File: src/rtl/eph_pkg.sv
// eph_pkg: shared types, constants and the heap order function for the event heap.
// Used by eph_ctrl, eph_dp and event_priority_heap. No dependencies.
`default_nettype none

package eph_pkg;

  localparam int CAPACITY = 1024;
  localparam int ADDR_W   = 10;   // index into the heap store
  localparam int CNT_W    = 11;   // holds 0 .. CAPACITY
  localparam int KEY_W    = 32;
  localparam int ID_W     = 16;

  typedef enum logic {
    OP_INSERT  = 1'b0,
    OP_EXTRACT = 1'b1
  } op_t;

  typedef enum logic [1:0] {
    ST_OK    = 2'd0,
    ST_FULL  = 2'd1,
    ST_EMPTY = 2'd2
  } res_status_t;

  typedef struct packed {
    logic [KEY_W-1:0] key;
    logic             flag;
    logic [ID_W-1:0]  id;
  } entry_t;

  // read port address choice
  typedef enum logic [1:0] {
    RD_PARENT    = 2'd0,
    RD_ROOT_LAST = 2'd1,
    RD_CHILDREN  = 2'd2
  } rd_mode_t;

  // what goes into the hole at pos
  typedef enum logic [1:0] {
    WR_V = 2'd0,
    WR_A = 2'd1,
    WR_B = 2'd2
  } wr_sel_t;

  typedef enum logic [2:0] {
    POS_HOLD   = 3'd0,
    POS_COUNT  = 3'd1,
    POS_ROOT   = 3'd2,
    POS_PARENT = 3'd3,
    POS_LEFT   = 3'd4,
    POS_RIGHT  = 3'd5
  } pos_op_t;

  typedef struct packed {
    logic     load_in;
    logic     check;
    logic     ext_load;
    logic     cnt_inc;
    logic     cnt_dec;
    pos_op_t  pos_op;
    logic     rd_en;
    rd_mode_t rd_mode;
    logic     wr_en;
    wr_sel_t  wr_sel;
    logic     out_load;
  } dp_cmd_t;

  typedef struct packed {
    logic op_extract;
    logic full;
    logic empty;
    logic at_root;
    logic up_beats;   // held entry beats its parent
    logic dn_left;    // left child wins the sift-down compare
    logic dn_right;   // right child wins the sift-down compare
  } dp_stat_t;

  // a beats b: smaller key, then flag set, then smaller id
  function automatic logic beats(input entry_t a, input entry_t b);
    logic res;
    if (a.key != b.key) begin
      res = (a.key < b.key);
    end else if (a.flag != b.flag) begin
      res = a.flag;
    end else begin
      res = (a.id < b.id);
    end
    return res;
  endfunction

endpackage

`default_nettype wire

File: src/rtl/eph_ctrl.sv
// eph_ctrl: sequencer for insert (sift up) and extract (sift down), plus handshakes.
// Depends on eph_pkg; drives eph_dp through dp_cmd_t and reads dp_stat_t.
`default_nettype none

module eph_ctrl (
  input  wire                clk,
  input  wire                rst_n,
  input  wire                in_valid,
  output logic               in_ready,
  output logic               out_valid,
  input  wire                out_ready,
  input  eph_pkg::dp_stat_t  stat,
  output eph_pkg::dp_cmd_t   cmd
);
  import eph_pkg::*;

  typedef enum logic [7:0] {
    S_IDLE     = 8'b0000_0001,
    S_CHECK    = 8'b0000_0010,
    S_UP_RD    = 8'b0000_0100,
    S_UP_CMP   = 8'b0000_1000,
    S_EXT_LOAD = 8'b0001_0000,
    S_DN_RD    = 8'b0010_0000,
    S_DN_CMP   = 8'b0100_0000,
    S_FIN      = 8'b1000_0000
  } state_t;

  state_t state_r, state_nxt;
  logic   out_valid_r, out_valid_nxt;
  logic   out_free;

  assign out_free  = !out_valid_r || out_ready;
  assign in_ready  = (state_r == S_IDLE);
  assign out_valid = out_valid_r;

  always_comb begin
    state_nxt    = state_r;
    cmd          = '0;
    cmd.pos_op   = POS_HOLD;
    cmd.rd_mode  = RD_PARENT;
    cmd.wr_sel   = WR_V;

    unique case (state_r)
      S_IDLE: begin
        if (in_valid) begin
          cmd.load_in = 1'b1;
          state_nxt   = S_CHECK;
        end
      end
      S_CHECK: begin
        cmd.check = 1'b1;
        if (!stat.op_extract) begin
          if (stat.full) begin
            state_nxt = S_FIN;
          end else begin
            cmd.cnt_inc = 1'b1;
            cmd.pos_op  = POS_COUNT;
            state_nxt   = S_UP_RD;
          end
        end else begin
          if (stat.empty) begin
            state_nxt = S_FIN;
          end else begin
            cmd.rd_en   = 1'b1;
            cmd.rd_mode = RD_ROOT_LAST;
            state_nxt   = S_EXT_LOAD;
          end
        end
      end
      S_UP_RD: begin
        if (stat.at_root) begin
          cmd.wr_en  = 1'b1;
          cmd.wr_sel = WR_V;
          state_nxt  = S_FIN;
        end else begin
          cmd.rd_en   = 1'b1;
          cmd.rd_mode = RD_PARENT;
          state_nxt   = S_UP_CMP;
        end
      end
      S_UP_CMP: begin
        cmd.wr_en = 1'b1;
        if (stat.up_beats) begin
          // parent moves down into the hole
          cmd.wr_sel = WR_A;
          cmd.pos_op = POS_PARENT;
          state_nxt  = S_UP_RD;
        end else begin
          cmd.wr_sel = WR_V;
          state_nxt  = S_FIN;
        end
      end
      S_EXT_LOAD: begin
        cmd.ext_load = 1'b1;
        cmd.cnt_dec  = 1'b1;
        cmd.pos_op   = POS_ROOT;
        state_nxt    = S_DN_RD;
      end
      S_DN_RD: begin
        cmd.rd_en   = 1'b1;
        cmd.rd_mode = RD_CHILDREN;
        state_nxt   = S_DN_CMP;
      end
      S_DN_CMP: begin
        cmd.wr_en = 1'b1;
        if (stat.dn_right) begin
          cmd.wr_sel = WR_B;
          cmd.pos_op = POS_RIGHT;
          state_nxt  = S_DN_RD;
        end else if (stat.dn_left) begin
          cmd.wr_sel = WR_A;
          cmd.pos_op = POS_LEFT;
          state_nxt  = S_DN_RD;
        end else begin
          cmd.wr_sel = WR_V;
          state_nxt  = S_FIN;
        end
      end
      S_FIN: begin
        if (out_free) begin
          cmd.out_load = 1'b1;
          state_nxt    = S_IDLE;
        end
      end
      default: begin
        state_nxt = S_IDLE;
      end
    endcase
  end

  assign out_valid_nxt = cmd.out_load || (out_valid_r && !out_ready);

  always_ff @(posedge clk) begin
    if (!rst_n) begin
      state_r     <= S_IDLE;
      out_valid_r <= 1'b0;
    end else begin
      state_r     <= state_nxt;
      out_valid_r <= out_valid_nxt;
    end
  end

endmodule

`default_nettype wire

File: config.mk
export PLATFORM = sky130hd
export DESIGN_NAME = eph_ctrl
export DESIGN_NICKNAME = d
export VERILOG_FILES = /design/src/rtl/eph_pkg.sv /design/src/rtl/eph_ctrl.sv
export SDC_FILE = /design/constraint.sdc
export NUM_CORES = 1
export LEC_CHECK = 0
export BUFFER_PORTS_ARGS = -buffer_cell sky130_fd_sc_hd__buf_4
export CAP_MARGIN = 30
export CORE_MARGIN = 3
export CORE_UTILIZATION = 40
export DETAILED_ROUTE_END_ITERATION = 8
export PLACE_DENSITY_LB_ADDON = 0.15
export SYNTH_ARGS = -nofsm -noshare
export SYNTH_HDL_FRONTEND = slang
export SYNTH_SLANG_ARGS = --single-unit
File: constraint.sdc
create_clock -name clk -period 4.2 [get_ports clk]
set_input_delay 0.84 -clock clk [delete_from_list [all_inputs] [get_ports clk]]
set_output_delay 0.84 -clock clk [all_outputs]
set_load 0.005 [all_outputs]
== Yosys cells after proc, flatten, opt, wreduce, memory -nomap -nowiden ==
Cells that the tools add are included.
Widths: inputs -> output; s select.

* Equal/unequal tests: 10
* Reduce and logical (&&, ||, !) cells: 6
* Muxes and demuxes: 34

{| class="wikitable"
|+ Operator list
! operator !! number
|-
| $mux 8 || 9
|-
| $pmux 8 s8 || 1
|-
| $mux 3 || 7
|-
| $pmux 3 s3 || 2
|-
| $mux 1 || 12
|-
| $pmux 3 s4 || 1
|-
| $eq 8x1->1 const B || 1
|-
| $eq 8x2->1 const B || 1
|-
| $eq 8x3->1 const B || 1
|-
| $eq 8x4->1 const B || 1
|-
| $eq 8x5->1 const B || 1
|-
| $eq 8x6->1 const B || 1
|-
| $eq 8x7->1 const B || 1
|-
| $eq 8x8->1 const B || 1
|-
| $mux 2 || 2
|-
| $ne 2x2->1 const B || 2
|-
| $logic_not 1->1 || 2
|-
| $logic_or 1x1->1 || 2
|-
| $reduce_and 2->1 || 1
|-
| $logic_and 1x1->1 || 1
|}

* Bits in registers: 9
* Output and inout port bits: 17
* Word-level logic and storage cells: 52

== Longest topological paths before layout ==
* Depth in word-level cells: 5
* Depth in mapped cells: 6
* Gate-level depth less buffers: 5

== Least setup slack after synthesis ==
OpenSTA, ideal clock, no wires.

* Kind: input -> output
* Start: in stat[3] in the netlist's numbering
* End: out cmd[6] in the netlist's numbering
* Data arrival time: 1.452 ns
* Path slack: 1.908 ns
* Stages: 2
* Cell sequence: or4b_1 o311ai_1

{| class="wikitable"
|+ RTL lines
! item !! RTL line !! RTL
|-
| start: declaration || eph_ctrl.sv:12 || <nowiki>input eph_pkg::dp_stat_t stat,</nowiki>
|-
| end: declaration || eph_ctrl.sv:13 || <nowiki>output eph_pkg::dp_cmd_t cmd</nowiki>
|}

==> metrics.yaml <==
floorplanning:
  num_rows: 14
  pin_count: 28
  start_util_pct: 43.5
  die_area_mm2: 0.00220
  coreArea_mm2: 0.00154
  die_y_um: 46.9
  die_w_um: 46.9
layout:
  num-fill-cells: 147
  antennaDiodeCount: 0
  fin_area_um2: 890
  regArea_um2: 180
  area_growth_pct: 32.6
  nets: 124
  drive_gt1_share_pct: 34.8
  multiInputGateArea_um2: 433
power_and_ir_drop:
  cellPowerDensity_mw_per_mm2: 225
  p_leak_nw: 0.444
  ir_worst_vdd_mv: 0.168
  power_frac_clock_pct: 33.7
  power_frac_comb_pct: 20.4
  internal_power_uw: 145
  p_switching_uw: 55.0
  switching_share_pct: 27.5
  p_seq_share_pct: 45.9
sta:
  slew_headroom_pct: 73.6
  fmax_mhz: 346
  min_period_over_period_pct: 68.8
  min_period_ns: 2.89
  setup_slack_ns: 1.31
  tightestPinTransition_ns: 0.396
  clock_skew_ns: 0.00643
  rsz0062_at_grt: "no"
  slew_violations: 0
  setup_viol: 0
  setup_tns_ns: 0
  hold_viol: 0
critical_path:
  cp_slowest_cell: "or3_4"
  reg2reg_to: "state_r[2]$_SDFFE_PN0P_"
  cp.required_ns: 3.36
  start_kind: "flip-flop"
  crit_buf_inv: 1
  ff2ff_setup_slack_ns: 2.45
  worstPathCellList: "or3_4 -> nor4_2 -> nand3b_2 -> o31ai_2 -> or2_2 -> buf_4"
  worstRegToRegCells: 5
  cpPeakStageDelay_ns: 0.44
  path_class: "reg2out"
  endpoint_kind: "output pin"
  r2r-start: "state_r[3]$_SDFFE_PN0P_"
  worstPathMaxFanout: 13
  crit_family: "simple AND/OR/NAND/NOR gates"
  cp.arrival_ns: 2.05
drt:
  via_per_inst: 5.73
  vias: 734
  dr.pass1.iters: 4
  dr_wl_met3_um: 107
  finalWirelength_mm: 1.73
  avgRoutedWirePerCell_um: 13.5
  wl_met1_um: 764
  dr_wl_met2_um: 816
  antenna_left: 0
  highest_layer: "met4"
  route.detailed.drc: 0
  drt_iter0_drc: 11
global_route:
  antenna_found_initial: 0
  grt_max_degree: 14
  grt_usage_pct: 17.9
  first_global_vias: 637
  overflow: 0
  grt_pass1_wl_mm: 2.73
synthesis:
  synth_cell_type_count: 39
  netlist_instances: 86
  ys_ff_latch: 9
  avgSynthCellArea_um2: 7.80
  yosysSeqAreaShare_pct: 26.9
  syn_nets: 97
  yosys_warnings: 0
  synth.cell_area_um2: 671
clocking:
  cts.sinks: 9
  numCtsBuffers: 3
  clk_pin_slew_ns: 0.07
  hold_buffers: 0
  cts_tree: "built"
  clk_latency_ns: 0.27
  root_buffer: "clkbuf_4"
  clock_path_buffers: 2
  cts-resized-gates: 0
  postCtsSetupRepairBufs: 0
  cts.htree.levels: 1
min_path:
  hp-class: "reg2reg"
  min_delay_path_depth: 2
  min_from: "state_r[5]$_SDFFE_PN0P_"
  min_to: "state_r[6]$_SDFFE_PN0P_"
status:
  status: "completed"
place:
  dp_hpwl_mm: 1.34
  place_ws_ns: 1.60
  gp_congestion: 0.794
  portBuffers: 27
  placed_area_um2: 862
flow_run:
  drv_cap: 0
[registers in the layout (all words and copies together) (netlist names)]
signal	cells
state_r	8
out_valid	1
[cells by family after synthesis]
kind of cell,Yosys count,share of synthesized area (%)
AOI/OAI and AO/OA,16,19.2
xor gates and xnor gates,2,2.61
buffers and inverters,12,8.58
DFF,9,26.9
muxes,1,1.49
and+or+nand+nor,46,41.2
[cell usage in the layout (no fill, tap or decap), drive strengths merged, types with 3 or more instances in the layout]
cell    instances
and2            3
nor4b           3
nor2b           3
buf            27
inv             7
nor2           10
dfxtp           9
nor3            7
clkbuf          3
o21a            3
nand2           4
[synthesized netlist by cell type, drive strengths merged]
library cell  instances  share of area, %
nand3b                2               2.8
and2                  3               2.8
nor4b                 3               3.9
nor2                 10               5.6
or3                   2               2.6
o31a                  2               2.6
nand3                 2               1.5
a211oi                1               1.1
o32a                  1               1.5
nand4b                1               1.3
or4b                  1               1.5
a21oi                 2               1.5
o21a                  3               3.4
dfxtp                 9                27
nand2b                1              0.93
nor3                  7               5.2
or2                   2               1.9
a2111oi               1               2.2
mux2i                 1               1.5
inv                   7               3.9
nor4                  2               2.8
nand4                 1              0.93
nand2                 4               2.2
clkbuf                2               1.1
o31ai                 1               1.9
xor2                  2               2.6
and3b                 1               1.5
buf                   3               3.5
nor2b                 3               2.8
o21ai                 2               1.5
a31oi                 1              0.93
and3                  1              0.93
a221oi                1               1.3
o311ai                1               1.3
[worst min-delay path: cells and delay by family, from the launching register on]
| kind | cells | cell delay (ns) |
|---|---|---|
| and+or+nand+nor | 2 | 0.20 |
| DFF | 1 | 0.38 |
[how the worst max path moves through the flow]
stage	from	to	slack (ns)	depth (start not counted)
floorplan	stat[3]	cmd[6]	1.91	2
global placement	stat[3]	cmd[6]	1.59	4
detailed placement	state_r[3]$_SDFFE_PN0P_	cmd[7]	1.60	6
CTS	state_r[3]$_SDFFE_PN0P_	cmd[7]	1.30	6
global route	state_r[3]$_SDFFE_PN0P_	cmd[7]	1.18	6
finish	state_r[3]$_SDFFE_PN0P_	cmd[7]	1.31	6
[per-layer routing]
layer  global-route usage (%)  vias to the layer above
li1                         -                      363
met1                     22.4                      344
met2                     27.9                       23
met3                     4.21                        4
met4                     9.94                        0
met5                        0                        -
[power by group through the flow]
stage / registers [mW] / clock network, mW / logic, mW
5_1_grt: 0.0923 / 0.0751 / 0.0447
3_3_place_gp: 0.0936 / 0 / 0.0404
3_5_place_dp: 0.0938 / 0 / 0.0410
2_1_floorplan: 0.0926 / 0 / 0.0219
4_1_cts: 0.0917 / 0.0695 / 0.0413
6_report: 0.0919 / 0.0675 / 0.0410
[area by class of cell]
| type | count | area share [%] |
|---|---|---|
| inverter | 7 | 2.95 |
| timing repair buffer | 27 | 22.8 |
| clock inverter | 1 | 0.563 |
| sequential | 9 | 20.3 |
| clock buffer | 3 | 2.53 |
| tap | 16 | 2.25 |
| multi-input combinational | 65 | 48.7 |
[stage by stage]
stage	power (mW)	std cells	hold slack [ns]	utilization (%)
2_1_floorplan	0.114	86	0.534	-
3_3_place_gp	0.134	124	0.605	55.9
3_5_place_dp	0.135	124	0.606	55.9
4_1_cts	0.203	128	0.626	57.7
5_1_grt	0.212	128	0.692	57.7
6_report	0.200	128	0.629	57.7
Note: power is estimated with default switching activity, not from simulation.
